[src/rtl/core/mcht_pkg.sv]
// mesh cell hash table: shared types, sizes and codes
// no dependencies; imported by every module of the core but mcht_ram
package mcht_pkg;

  // table geometry
  localparam int BUCKETS     = 1024;
  localparam int DEPTH       = 4;
  localparam int HANDLE_BITS = 16;
  localparam int BKT_W       = $clog2(BUCKETS);
  localparam int FILL_W      = $clog2(DEPTH + 1);
  localparam int SLOT_W      = (DEPTH > 1) ? $clog2(DEPTH) : 1;
  localparam int BC_W        = 11;
  localparam int KEY_W       = 20;
  localparam int DIV_CNT_W   = $clog2(KEY_W);
  localparam int COUNT_W     = 13;
  localparam int MAX_LEVEL   = 4;
  localparam int QUEUE_DEPTH = 2;
  localparam int QPTR_W      = $clog2(QUEUE_DEPTH);
  localparam int QCNT_W      = $clog2(QUEUE_DEPTH + 1);

  // opcodes
  localparam logic [1:0] OP_INSERT = 2'd0;
  localparam logic [1:0] OP_REMOVE = 2'd1;
  localparam logic [1:0] OP_SEARCH = 2'd2;
  localparam logic [1:0] OP_NONE   = 2'd3;

  // status codes
  localparam logic [1:0] ST_OK        = 2'd0;
  localparam logic [1:0] ST_FULL      = 2'd1;
  localparam logic [1:0] ST_NOT_FOUND = 2'd2;
  localparam logic [1:0] ST_BAD_LEVEL = 2'd3;

  // item classes set by the front end
  localparam logic [1:0] KIND_RUN = 2'd0;
  localparam logic [1:0] KIND_BAD = 2'd1;
  localparam logic [1:0] KIND_NOP = 2'd2;

  typedef struct packed {
    logic [8:0]             x;
    logic [8:0]             y;
    logic [2:0]             level;
    logic [HANDLE_BITS-1:0] handle;
  } slot_t;

  // one memory row holds a whole bucket
  typedef struct packed {
    logic [FILL_W-1:0]     fill;
    slot_t [DEPTH-1:0]     slots;
  } row_t;

  localparam int ROW_W = $bits(row_t);

  typedef struct packed {
    logic [1:0]       opcode;
    logic [1:0]       kind;
    logic [BKT_W-1:0] bucket;
    slot_t            entry;
  } item_t;

  localparam int ITEM_W = $bits(item_t);

  // sum of squared side lengths of all coarser levels
  function automatic logic [KEY_W-1:0] level_offset(input logic [2:0] level);
    logic [KEY_W-1:0] r;
    r = '0;
    unique case (level)
      3'd0: r = KEY_W'(0);
      3'd1: r = KEY_W'(1024);
      3'd2: r = KEY_W'(5120);
      3'd3: r = KEY_W'(21504);
      3'd4: r = KEY_W'(87040);
      default: r = '0;
    endcase
    return r;
  endfunction

endpackage

[src/rtl/core/mcht_queue.sv]
// short fifo between front end and back end
// uses mcht_pkg for the item type
module mcht_queue
  import mcht_pkg::*;
(
  input  logic  clk,
  input  logic  rst,
  input  logic  push,
  input  item_t push_item,
  input  logic  pop,
  output item_t head,
  output logic  full,
  output logic  empty
);

  item_t             mem [QUEUE_DEPTH];
  logic [QPTR_W-1:0] wptr;
  logic [QPTR_W-1:0] rptr;
  logic [QCNT_W-1:0] count;

  always_ff @(posedge clk) begin
    if (rst) begin
      wptr  <= '0;
      rptr  <= '0;
      count <= '0;
    end else begin
      if (push) begin
        wptr <= (wptr == QPTR_W'(QUEUE_DEPTH - 1)) ? '0 : wptr + QPTR_W'(1);
      end
      if (pop) begin
        rptr <= (rptr == QPTR_W'(QUEUE_DEPTH - 1)) ? '0 : rptr + QPTR_W'(1);
      end
      if (push && !pop) begin
        count <= count + QCNT_W'(1);
      end else if (pop && !push) begin
        count <= count - QCNT_W'(1);
      end
    end
  end

  always_ff @(posedge clk) begin
    if (push) begin
      mem[wptr] <= push_item;
    end
  end

  assign head  = mem[rptr];
  assign full  = (count == QCNT_W'(QUEUE_DEPTH));
  assign empty = (count == '0);

endmodule

[config.mk]
export PLATFORM = sky130hd
export DESIGN_NAME = mcht_queue
export DESIGN_NICKNAME = d
export VERILOG_FILES = /design/src/rtl/core/mcht_pkg.sv /design/src/rtl/core/mcht_queue.sv
export SDC_FILE = /design/constraint.sdc
export NUM_CORES = 1
export LEC_CHECK = 0
export BUFFER_PORTS_ARGS = -buffer_cell sky130_fd_sc_hd__buf_2
export CORE_MARGIN = 2
export CORE_UTILIZATION = 40
export CTS_CLUSTER_SIZE = 12
export DETAILED_ROUTE_END_ITERATION = 16
export MAX_ROUTING_LAYER = met4
export PLACE_DENSITY = 0.7
export SYNTH_ARGS = -nofsm -noshare
export SYNTH_HDL_FRONTEND = slang
export SYNTH_SLANG_ARGS = --single-unit
[constraint.sdc]
create_clock -name clk -period 8.9 [get_ports clk]
set_input_delay 1.78 -clock clk [delete_from_list [all_inputs] [get_ports clk]]
set_output_delay 1.78 -clock clk [all_outputs]
set_load 0.1 [all_outputs]
# Word-level counts from Yosys, hierarchy flattened
# Memories as Yosys holds them, arrays and structs flattened. A register that Yosys moved wholly into a read port is not among the register bits.
# Index checks and enable logic that the tools add are counted.
dict set report totals {
  register_bits 4
  mem_bits_rw 102
  inputBits 55
  elab_cells 23
  n_memories 1
}
dict set report op_classes {
  add_sub_neg 4
  eq_ne 1
  mux 8
  reduce_logical 6
}
# memory words width rd rd_ports_with_merged_regs write_ports line
set mem_list {}
lappend mem_list {mem 2 51 1 1 1 mcht_queue.sv:16} ;# item_t mem [QUEUE_DEPTH];
# operator n
set op_table {}
lappend op_table {{$mux 1} 6}
lappend op_table {{$mux 2} 2}
lappend op_table {{$add 1x1->1 const B} 2}
lappend op_table {{$add 2x1->2 const B} 1}
lappend op_table {{$eq 2x2->1 const B} 1}
lappend op_table {{$logic_and 1x1->1} 2}
lappend op_table {{$logic_not 1->1} 2}
lappend op_table {{$logic_not 2->1} 1}
lappend op_table {{$reduce_bool 2->1} 1}
lappend op_table {{$sub 2x1->2 const B} 1}

# Logic depth before layout (Yosys ltp)
dict set report depth {
  word_depth 4
  depth_mapped 5
  depth_no_buf 5
}

# Worst setup path before layout
# OpenSTA, ideal clock, no wires.
dict set report synth_timing {
  path_type {in2reg}
  from {input push}
  to {memory mem[0][0] (netlist name) (enable)}
  setup_ns 0.466
  t_arrival_ns 4.039
  t_required_ns 8.434
  path_slack_ns 4.395
  stages 1
  path_buffers 0
  path_cell_list {nor2b_1}
}
dict set report synth_via {
  elab_chain_cells 2
}
# item line
set synth_rtl {}
lappend synth_rtl {{start: declaration} mcht_queue.sv:8} ;# input logic push,
lappend synth_rtl {{$mux 1} mcht_queue.sv:42} ;# if (push) begin
lappend synth_rtl {{$mux 1 (implied by the code)} mcht_queue.sv:43} ;# mem[wptr] <= push_item;
lappend synth_rtl {{end: declaration} mcht_queue.sv:16}
# No other way between the ends.

==> flow_summary_export.csv <==
group,metric,value,unit
timing,period_share,46.3,%
pwr,p_clk_share,22.4,%
layout,area_growth,21.9,%
logic_synthesis,yosysSeqAreaShare,81.4,%
clock_network,cts-root-buf,"clkbuf_8",
placed_design,dp_hpwl,4180,um
die,fp.dieArea,0.0105,mm^2
worst_setup_path,critPathArrivalTime,2.34,ns
detailed_routing,first_pass_iters,4,
logic_synthesis,synth_common_cells,"edfxtp_1 (102), mux2_2 (51), dfxtp_1 (5), nor2_1 (5), buf_4 (4)",
logic_synthesis,yosysMostFrequentCell,"edfxtp_1",
logic_synthesis,synth-main-ff-cell,"edfxtp_1",
pwr,sw_frac_of_total,35.7,%
placed_design,portBuffers,107,
clock_network,cts-htree-levels,3,
clock_network,clock_sinks,107,
clock_network,cts_inserted_buffers,9,
timing,slew_headroom,16.7,%
detailed_routing,wl_per_cell,15.0,um
worst_setup_path,cp_top_family,"flip-flops",
timing,rsz0062_at_grt,"no",
timing,final-setup-viol-count,0,
timing,whs,0.523,ns
pwr,ir_drop,0.000121,V
timing,worstMarginPinSlew,1.25,ns
detailed_routing,wl,6440,um
placed_design,dp_cells,413,
detailed_routing,vias_per_cell,4.63,
timing,fin_ws,4.78,ns
die,core_area,0.00933,mm^2
pwr,p_leak,1.77,nW
timing,fmax,242,MHz
placed_design,place_ws,5.10,ns
logic_synthesis,ys_warn_count,0,
die,die_h,103,um
logic_synthesis,synth.distinct_cells,16,
logic_synthesis,synth_edf_count,102,
worst_hold_path,hold_path.class,"reg -> reg",
die,rows,35,
global_route,grt_pass1_vias,2000,
placed_design,routabilityCongestion,0.653,
outcome,status,"completed",
pwr,comb_power_share,25.6,%
global_route,antenna_found_initial,0,
logic_synthesis,syn_area_per_cell,21.5,um^2
clock_network,cts_tree,"built",
worst_setup_path,cpMaxStageDelayCell,"dfxtp_2",
worst_setup_path,required,7.12,ns
detailed_routing,dr.first_iter.drc_count,72,
worst_setup_path,startpoint_type,"register",
clock_network,cts_setup_buffers,0,
worst_setup_path,r2r_slack,7.12,ns
logic_synthesis,synth_area,0.00388,mm^2
pwr,p_int,0.746,mW
layout,insertedDiodeCount,0,
worst_setup_path,slowest_delay,1.16,ns
logic_synthesis,async_flop_share,0,%
layout,final_cells,429,
layout,nets,351,
global_route,grt_remaining_overflow,0,
global_route,grt_max_degree,52,
clock_network,clk_pin_slew,0.09,ns
layout,layout-drive-gt1-share,59.0,%
global_route,grt_first_pass_wirelength,9660,um
layout,fillCellCount,814,
die,start_util,41.6,%
detailed_routing,drc,0,
detailed_routing,drtAntennaViolNets,0,
logic_synthesis,ys_ff_latch,107,
logic_synthesis,synthCells,181,
timing,min_period,4.12,ns
clock_network,clock_latency,0.35,ns
pwr,power_density,245,mW/mm^2
flow_run,cap_violations,0,
pwr,p_sw,0.413,mW
worst_setup_path,crit_chain,"mux2_2 -> buf_2",
timing,slew_viol_final,0,
logic_synthesis,ys_top_cells_by_area,"edfxtp_1 (79%), mux2_2 (15%), dfxtp_1 (2.6%)",
global_route,grt_util_all_layers,13.0,%
worst_setup_path,critical_path_peak_fanout,51,
logic_synthesis,synth_top_area_share,78.8,%
worst_setup_path,crit_buf_inv,1,
timing,hold_viol,0,
clock_network,clockBufferDepth,2,
timing,skew,0.0106,ns
die,ioPinCount,108,
die,fp.dieW,103,um
worst_setup_path,cp-end-kind,"primary output",
pwr,pwr-share-seq,52.0,%
timing,finalSetupTns,0,ns
detailed_routing,num_vias,1987,
clock_network,cts_hold_buf,0,
clock_network,cts_resized,0,
logic_synthesis,yosysTopAreaCell,"edfxtp_1",
worst_setup_path,critical_path_class,"reg -> out",
logic_synthesis,synthesis.nets,237,
[placed cells by master (no fill, tap or decap), types with 3 or more instances in the layout]
cell / instances
buf_2: 107
clkbuf_8: 9
dfxtp_1: 4
edfxtp_1: 102
clkinv_4: 3
mux2_2: 51
nor2_1: 5
[power by group through the flow]
stage                     clock network, mW  registers (mW)  logic, mW
after floorplan                           0           0.604      0.259
after global placement                    0           0.613      0.298
after detailed placement                  0           0.615      0.299
after CTS                             0.270           0.604      0.300
after global routing                  0.291           0.607      0.307
final                                 0.260           0.603      0.297
[stage by stage]
step / cell area (um^2) / power [mW] / util (%)
floorplan: 3880 / 0.864 / -
global placement: 4570 / 0.911 / 49.0
detailed placement: 4570 / 0.915 / 49.0
CTS: 4740 / 1.17 / 50.8
global route: 4740 / 1.20 / 50.8
finish: 4740 / 1.16 / 50.8
[sequential cells by signal, indices dropped and copies added, names as in the netlist, named ones only]
| signal | count |
|---|---|
| mem | 102 |
| rptr | 1 |
| count | 2 |
| wptr | 1 |
[area by class of cell]
class	count	area, um^2	share of cell area, %
flip-flops and latches	107	3160	66.8
multi-input cells	67	687	14.5
repair buffers	109	551	11.6
well taps	129	161	3.41
clock buffers	11	131	2.77
clock inverters	5	38.8	0.819
inverters	1	3.75	0.0792
[worst register-to-register path: stages (launching register included)]
cell and delay (ns):
dfxtp_1 0.43, and2_2 0.45, buf_4 0.50
[per-layer routing]
metal	vias to the layer above	routed length, um	track usage (%)
met5	-	0	-
met4	0	99	5.23
met3	9	335	3.73
met2	67	3230	21.1
met1	982	2780	15.2
li1	929	-	-
[logic make-up after synthesis]
family	count (synthesis)	share of synthesized area (%)
compound gates	2	0.257
mux	51	14.8
flops	107	81.4
buf+inv	7	1.13
simple gates	9	1.19
xor+xnor	4	0.902
fa+ha+maj	1	0.322
[final timing paths]
| check | startpoint | to | cells after the start |
|---|---|---|---|
| worst max-delay path | register | head[7] | 2 |
| worst min-delay path | count[1]$_SDFFE_PP0P_ | count[1]$_SDFFE_PP0P_ | 2 |
| worst max register to register | wptr$_SDFFE_PP0P_ | mem[1][8]$_DFFE_PP_ | 2 |
| worst min register to register | count[1]$_SDFFE_PP0P_ | count[1]$_SDFFE_PP0P_ | 2 |
Power figures use the tool's default switching activity.
