## config.mk

```make
export PLATFORM = sky130hd
export DESIGN_NAME = mcht_front
export DESIGN_NICKNAME = d
export VERILOG_FILES = /design/src/rtl/core/mcht_pkg.sv /design/src/rtl/core/mcht_front.sv
export SDC_FILE = /design/constraint.sdc
export NUM_CORES = 1
export LEC_CHECK = 0
export BUFFER_PORTS_ARGS = -buffer_cell sky130_fd_sc_hd__buf_2
export CORE_MARGIN = 1.5
export CORE_UTILIZATION = 44
export CTS_CLUSTER_DIAMETER = 30
export CTS_CLUSTER_SIZE = 14
export DETAILED_ROUTE_END_ITERATION = 10
export PLACE_DENSITY = 0.75
export SETUP_SLACK_MARGIN = 0.4
export SLEW_MARGIN = 20
export SYNTH_ARGS = -nofsm -noshare
export SYNTH_HDL_FRONTEND = slang
export SYNTH_SLANG_ARGS = --single-unit
```

## constraint.sdc

```tcl
create_clock -name clk -period 6.3 [get_ports clk]
set_clock_uncertainty 0.2 [all_clocks]
set_input_delay 0.315 -clock clk [delete_from_list [all_inputs] [get_ports clk]]
set_output_delay 0.315 -clock clk [all_outputs]
set_load 0.005 [all_outputs]
```

## src/rtl/core/mcht_pkg.sv

```systemverilog
// mesh cell hash table: shared types, sizes and codes
// no dependencies; imported by every module of the core but mcht_ram
package mcht_pkg;

  // table geometry
  localparam int BUCKETS     = 1024;
  localparam int DEPTH       = 4;
  localparam int HANDLE_BITS = 16;
  localparam int BKT_W       = $clog2(BUCKETS);
  localparam int FILL_W      = $clog2(DEPTH + 1);
  localparam int SLOT_W      = (DEPTH > 1) ? $clog2(DEPTH) : 1;
  localparam int BC_W        = 11;
  localparam int KEY_W       = 20;
  localparam int DIV_CNT_W   = $clog2(KEY_W);
  localparam int COUNT_W     = 13;
  localparam int MAX_LEVEL   = 4;
  localparam int QUEUE_DEPTH = 2;
  localparam int QPTR_W      = $clog2(QUEUE_DEPTH);
  localparam int QCNT_W      = $clog2(QUEUE_DEPTH + 1);

  // opcodes
  localparam logic [1:0] OP_INSERT = 2'd0;
  localparam logic [1:0] OP_REMOVE = 2'd1;
  localparam logic [1:0] OP_SEARCH = 2'd2;
  localparam logic [1:0] OP_NONE   = 2'd3;

  // status codes
  localparam logic [1:0] ST_OK        = 2'd0;
  localparam logic [1:0] ST_FULL      = 2'd1;
  localparam logic [1:0] ST_NOT_FOUND = 2'd2;
  localparam logic [1:0] ST_BAD_LEVEL = 2'd3;

  // item classes set by the front end
  localparam logic [1:0] KIND_RUN = 2'd0;
  localparam logic [1:0] KIND_BAD = 2'd1;
  localparam logic [1:0] KIND_NOP = 2'd2;

  typedef struct packed {
    logic [8:0]             x;
    logic [8:0]             y;
    logic [2:0]             level;
    logic [HANDLE_BITS-1:0] handle;
  } slot_t;

  // one memory row holds a whole bucket
  typedef struct packed {
    logic [FILL_W-1:0]     fill;
    slot_t [DEPTH-1:0]     slots;
  } row_t;

  localparam int ROW_W = $bits(row_t);

  typedef struct packed {
    logic [1:0]       opcode;
    logic [1:0]       kind;
    logic [BKT_W-1:0] bucket;
    slot_t            entry;
  } item_t;

  localparam int ITEM_W = $bits(item_t);

  // sum of squared side lengths of all coarser levels
  function automatic logic [KEY_W-1:0] level_offset(input logic [2:0] level);
    logic [KEY_W-1:0] r;
    r = '0;
    unique case (level)
      3'd0: r = KEY_W'(0);
      3'd1: r = KEY_W'(1024);
      3'd2: r = KEY_W'(5120);
      3'd3: r = KEY_W'(21504);
      3'd4: r = KEY_W'(87040);
      default: r = '0;
    endcase
    return r;
  endfunction

endpackage

```

## src/rtl/core/mcht_front.sv

```systemverilog
// front end: takes commands, classifies them, hashes the key to a bucket
// uses mcht_pkg; bit-serial remainder by the configured bucket count
module mcht_front
  import mcht_pkg::*;
(
  input  logic            clk,
  input  logic            rst,
  input  logic            start,
  output logic            busy,
  input  logic [1:0]      opcode,
  input  logic [8:0]      cell_x,
  input  logic [8:0]      cell_y,
  input  logic [2:0]      cell_level,
  input  logic [15:0]     cell_handle,
  input  logic [BC_W-1:0] bucket_count,
  output logic            push,
  output item_t           push_item,
  input  logic            q_full
);

  localparam logic [1:0] S_IDLE = 2'd0;
  localparam logic [1:0] S_DIV  = 2'd1;
  localparam logic [1:0] S_PUSH = 2'd2;

  logic [1:0]           state;
  logic [1:0]           state_next;
  item_t                item;
  logic [KEY_W-1:0]     key;
  logic [BC_W-1:0]      rem;
  logic [DIV_CNT_W-1:0] cnt;
  logic [BC_W-1:0]      bc;
  logic [BC_W:0]        trial;
  logic [KEY_W-1:0]     key_init;

  // clamp the bucket count to 1..BUCKETS
  always_comb begin
    if (bucket_count == '0) begin
      bc = BC_W'(1);
    end else if (bucket_count > BC_W'(BUCKETS)) begin
      bc = BC_W'(BUCKETS);
    end else begin
      bc = bucket_count;
    end
  end

  // raw key, congruent to the hashed key before the final remainder
  assign key_init = KEY_W'(cell_x) + (KEY_W'(cell_y) << (5 + cell_level))
                  + level_offset(cell_level);

  // one restoring remainder step
  assign trial = {rem, key[KEY_W-1]};

  always_comb begin
    state_next = state;
    unique case (state)
      S_IDLE: begin
        if (start) begin
          if (opcode == OP_NONE || cell_level > 3'(MAX_LEVEL)) begin
            state_next = S_PUSH;
          end else begin
            state_next = S_DIV;
          end
        end
      end
      S_DIV: begin
        if (cnt == DIV_CNT_W'(KEY_W - 1)) begin
          state_next = S_PUSH;
        end
      end
      S_PUSH: begin
        if (!q_full) begin
          state_next = S_IDLE;
        end
      end
      default: state_next = S_IDLE;
    endcase
  end

  always_ff @(posedge clk) begin
    if (rst) begin
      state <= S_IDLE;
    end else begin
      state <= state_next;
    end
  end

  // payload and divider datapath
  always_ff @(posedge clk) begin
    if (state == S_IDLE && start) begin
      item.opcode       <= opcode;
      item.entry.x      <= cell_x;
      item.entry.y      <= cell_y;
      item.entry.level  <= cell_level;
      item.entry.handle <= HANDLE_BITS'(cell_handle);
      item.bucket       <= '0;
      if (opcode == OP_NONE) begin
        item.kind <= KIND_NOP;
      end else if (cell_level > 3'(MAX_LEVEL)) begin
        item.kind <= KIND_BAD;
      end else begin
        item.kind <= KIND_RUN;
      end
      key <= key_init;
      rem <= '0;
      cnt <= '0;
    end else if (state == S_DIV) begin
      key <= {key[KEY_W-2:0], 1'b0};
      cnt <= cnt + DIV_CNT_W'(1);
      if (trial >= {1'b0, bc}) begin
        rem <= BC_W'(trial - {1'b0, bc});
      end else begin
        rem <= trial[BC_W-1:0];
      end
      if (cnt == DIV_CNT_W'(KEY_W - 1)) begin
        if (trial >= {1'b0, bc}) begin
          item.bucket <= BKT_W'(trial - {1'b0, bc});
        end else begin
          item.bucket <= trial[BKT_W-1:0];
        end
      end
    end
  end

  assign busy      = (state != S_IDLE);
  assign push      = (state == S_PUSH) && !q_full;
  assign push_item = item;

endmodule

```

### Word-level counts from Yosys, hierarchy flattened

Cells that the tools add are included.

| operators by class | value |
|---|---|
| $mul | 0 |
| muxes and demuxes | 13 |
| shift-type cells | 1 |
| add/subtract/negate cells | 5 |
| reduce and logical (&&, ||, !) cells | 10 |
| $lt $le $gt $ge | 3 |
| bitwise gates (word level) | 0 |
| eq/ne operators | 11 |
| div/mod/pow operators | 0 |

Operator list:

| kind | count |
|---|---|
| $pmux W17 S4 | 1 |
| $mux W20 | 2 |
| $mux W11 | 3 |
| $add A20 B20 Y20 | 1 |
| $add A9 B20 Y20 | 1 |
| $shl A9 B4 Y20 | 1 |
| $ge A12 B11 Y1 | 1 |
| $gt A11 B11 Y1 const B | 1 |
| $logic_not A11 Y1 | 1 |
| $sub A11 B11 Y11 | 1 |
| $mux W10 | 1 |
| $mux W2 | 4 |
| $eq A3 B2 Y1 const B | 2 |
| $ne A2 B2 Y1 const B | 3 |
| $pmux W2 S3 | 1 |
| $add A5 B1 Y5 const B | 1 |
| $eq A5 B5 Y1 const B | 1 |
| $add A3 B3 Y4 const A | 1 |
| $eq A2 B2 Y1 const B | 2 |
| $reduce_bool A2 Y1 | 2 |
| $eq A3 B1 Y1 const B | 1 |
| $eq A3 B3 Y1 const B | 1 |
| $gt A3 B3 Y1 const B | 1 |
| $reduce_and A3 Y1 | 1 |
| 7 further kinds | 8 |

| storage, ports and cells | value |
|---|---|
| bits of input ports | 54 |
| bits in writable memories | 0 |
| memory bits (read-only) | 0 |
| word-level logic and storage cells | 54 |
| bits in registers | 89 |
| output and inout bits | 53 |
| bits in latches | 0 |
| memories kept | 0 |

### Longest topological paths before layout

| logic depth | value |
|---|---|
| depth after elaboration | 5 |
| mapped depth | 21 |
| mapped depth without buffers | 17 |

### Least setup slack after synthesis

Ideal clock, no wire load.

| timing path | value |
|---|---|
| path type | input to register |
| start | input port cell_level[0] |
| end | register key[15] (data pin) |
| buffers on the path | 4 |
| arrival time | 3606 ps |
| data required time | 5836 ps |
| slack | 2230 ps |
| stages | 19 |
| cell sequence | buf_2 buf_2 inv_1 ha_1 buf_6 buf_4 mux2_2 o21ai_0 nor2_1 a21oi_1 o22ai_1 ha_1 a21o_1 a41o_1 a31oi_2 o21bai_2 a21oi_2 xor2_1 o21ai_1 |

| on the way | value |
|---|---|
| word-level cells in the longest chain between the ends | 5 |
| elaborated cells on any way between the ends | 10 |
| those cells by class | add/sub: 3; eq/ne: 4; shift: 1; mux: 2 |

RTL lines:

| what | line | source |
|---|---|---|
| start: declaration | mcht_front.sv:13 | `input logic [2:0] cell_level,` |
| $add A3 B3 Y4 | mcht_front.sv:47 | `assign key_init = KEY_W'(cell_x) + (KEY_W'(cell_y) << (5 + cell_level))` |
| $shl A9 B4 Y20 | mcht_front.sv:47 |  |
| $add A9 B20 Y20 | mcht_front.sv:47 |  |
| $add A20 B20 Y20 * | mcht_front.sv:48 | `+ level_offset(cell_level);` |
| $mux W20 * | mcht_front.sv:89 | `if (state == S_IDLE && start) begin` |
| end signal: assignment | mcht_front.sv:103 | `key <= key_init;` |
| end signal: assignment | mcht_front.sv:107 | `key <= {key[KEY_W-2:0], 1'b0};` |
| end: declaration | mcht_front.sv:28 | `logic [KEY_W-1:0] key;` |

Every way passes the cells marked *; elsewhere a longest branch is shown, timed or not.
A chain may end at the register's enable or synchronous reset.

### Final worst setup path

Same ends and word-level chain as after synthesis.

==> impl_metrics.yaml <==
power:
  seq_power_share_pct: 41.3
  powerDensity_mw_per_mm2: 274.8
  p_leak_nw: 2.697
  switchingPower_w: 0.0005331
  peakVddDrop_uv: 191.6
  intPower_w: 0.001235
  combPwrFrac_pct: 28.5
  p_clk_share_pct: 30.2
  sw_frac_of_total_pct: 30.16
cells_and_area:
  synthToLayoutAreaGrowth_pct: 23.81
  final_cell_area_mm2: 0.006434
  nFillCells: 969
  final_layout_size_suffix_gt1_share_pct: 23.26
  fin_nets: 726
  antenna_cells: 0
critical_path:
  crit_type: "input port to flop"
  cp-start-kind: "input port"
  worst_ep_required_time_ns: 6.18
  arrival_ns: 4.18
  cp_slowest_cell: "ha_1"
  crit_family: "compound AO/OA/AOI/OAI gates"
  path_cells: "buf_2, inv_1, ha_1, mux2i_1, nor2_1, a31oi_1, nor2_1, a21oi_1, nor2_1, ha_1, nor3_1, o211ai_1, a41o_1, a31oi_2, o21bai_2, a21oi_2, xor2_1, o21ai_1"
  crit_path_end_kind: "flop"
  path_buf_inv: 2
  crit_path_frequent_cell: "nor2_1"
  critPathMaxFanout: 22
  slowest_delay_ns: 0.67
global_route:
  gr-usage-all-layers_pct: 20.22
  grt_pass1_wl_um: 20220
  grt_pass1_vias: 4265
  overflow: 0
  antenna_found_initial: 0
  grt_max_degree: 53
sta:
  setup_tns_ns: 0
  slew_headroom_pct: 38.26
  tightest_slew_ns: 0.9261
  final.min_clock_period_ns: 4.304
  slew_viol_final: 0
  rsz0062_at_grt: "no"
  setup_viol: 0
  fmax_mhz: 232.3
  finalCritPeriodShare_pct: 68.32
  hold_viol: 0
yosys:
  yosysSeqAreaShare_pct: 46.04
  ys_ff_latch: 89
  synth_most_common_cell: "edfxtp_1"
  synthTopCellsByArea: "edfxtp_1, dfxtp_1, ha_1, nand2_1, nor2_1"
  yosys-top-cells-count: "edfxtp_1, nand2_1, nor2_1"
  synth_fp_nets: 598
  synthCells: 512
  async_reset_ff_share_pct: 0
  syn_area_mm2: 0.005196
  yosys_most_used_dff: "edfxtp_1"
  synth_area_leader_cell: "edfxtp_1"
  synth_cell_types: 66
  synth_edf_count: 61
  syn_avg_cell_area_um2: 10.15
  synth_top_area_share_pct: 35.25
  yosys_warnings: 0
status:
  status: "finished, final reports clean"
floorplanning:
  design.die.area_mm2: 0.01247
  io_pins: 107
  die_h_um: 111.7
  rows: 39
  die_w_um: 111.7
  placeableCoreArea_mm2: 0.01147
  start_util_pct: 45.31
job:
  cap_viol_max_count: 0
drt:
  antenna_left: 0
  m1WireLength_um: 5122
  vias: 4337
  firstDrtPassIters: 5
  routedWlPerCell_um: 15.41
  drc: 0
  top_layer_used: "met4"
  wl_met2_um: 6094
  viasPerCell: 5.504
  drt_wl_total_um: 12140
  dr.first_iter.drc_count: 357
  wl_met3_um: 664
clock_network:
  clk_latency_ns: 0.34
  root_buffer: "clkbuf_16"
  cts_sinks: 89
  cts_buffer_depth: 2
  cts_buffers: 9
  cts_setup_buffers: 0
  path_clk_slew_ns: 0.06
  cts_tree: "done"
  ctsHtreeMaxLevel: 3
place:
  gp_congestion: 0.9852
  post_dp_cell_area_mm2: 0.005817
  hpwl_um: 8848
  portBuffers: 106
hold_path:
  worstHoldPathType: "input port to flop"
-- cells in the final DEF (no fill, tap or decap), drive strengths merged, types with 8 or more instances in the layout --
cell type	instances
buf	108
xor2	17
edfxtp	61
nand3	16
nor2	47
clkbuf	13
o21ai	51
nor2b	8
ha	30
a21o	10
nand2	54
mux2i	16
dfxtp	28
xnor2	10
inv	19
a21oi	27
dlygate4sd3	31
-- metal layers --
| metal | GRT usage [%] | vias to the layer above |
|---|---|---|
| met5 | 0 | - |
| met4 | 7.511 | 0 |
| met3 | 4.736 | 24 |
| met2 | 34.88 | 154 |
| met1 | 24.64 | 2039 |
| li1 | - | 2120 |
-- cell type report --
type                       count  area [um2]  area share, %
multi-input combinational    381        2628          40.84
timing repair buffer         139       855.8          13.30
sequential                    89        2392          37.18
tap                          143       178.9          2.781
clock buffer                  13       282.8          4.395
inverter                      20       75.07          1.167
clock inverter                 3       21.27         0.3306
-- final timing paths --
check,from,slack [ns],endpoint,depth (start not counted)
setup / recovery,cell_level[0],2.00,key[15]$_DFFE_PP_,18
hold / removal,cell_x[2],0.008,push_item[30]$_DFFE_PP_,1
setup reg to reg,key[19]$_DFFE_PP_,2.85,rem[9]$_SDFFE_PP0P_,11
hold reg to reg,rem[6]$_SDFFE_PP0P_,0.27,rem[6]$_SDFFE_PP0P_,2
-- metrics by stage --
stage	instances	power (W)	utilization [%]	hold WS [ns]	setup slack (ns)
final	788	0.001768	56.10	0.008276	1.996
after floorplan	512	0.001105	-	0.1943	2.230
after detailed placement	741	0.001225	50.73	0.2669	1.708
after CTS	787	0.001777	56.00	0.001533	2.077
after global placement	741	0.001214	50.73	0.2555	1.915
after global routing	788	0.001870	56.10	0.002962	1.696
-- power by group through the flow --
stage	logic, W	registers [W]	clock network (W)
finish	0.000503	0.000731	0.000534
global route	0.000563	0.000738	0.000569
CTS	0.000501	0.000731	0.000546
detailed placement	0.000483	0.000742	0
global placement	0.000475	0.000739	0
floorplan	0.000364	0.000741	0
-- what timing repair did --
item	4_1_cts	5_1_grt
hold buffers	30	1
resized for setup	0	0
hold endpoints to repair	31	1
-- flip-flops by register name, summed over array words and instances, names as in the netlist --
name	flops
cnt	5
state	2
rem	11
key	20
push_item	51
-- logic make-up after synthesis --
group                      count (synthesis)  share of synthesized area (%)
muxes                                     25                          6.116
adders and majority gates                 32                          7.994
and+or+nand+nor                          167                          15.22
DFF                                       89                          46.04
buffers and inverters                     42                          3.443
AOI/OAI and AO/OA                        130                          16.28
xor gates and xnor gates                  27                          4.912
Power figures use the tool's default switching activity.
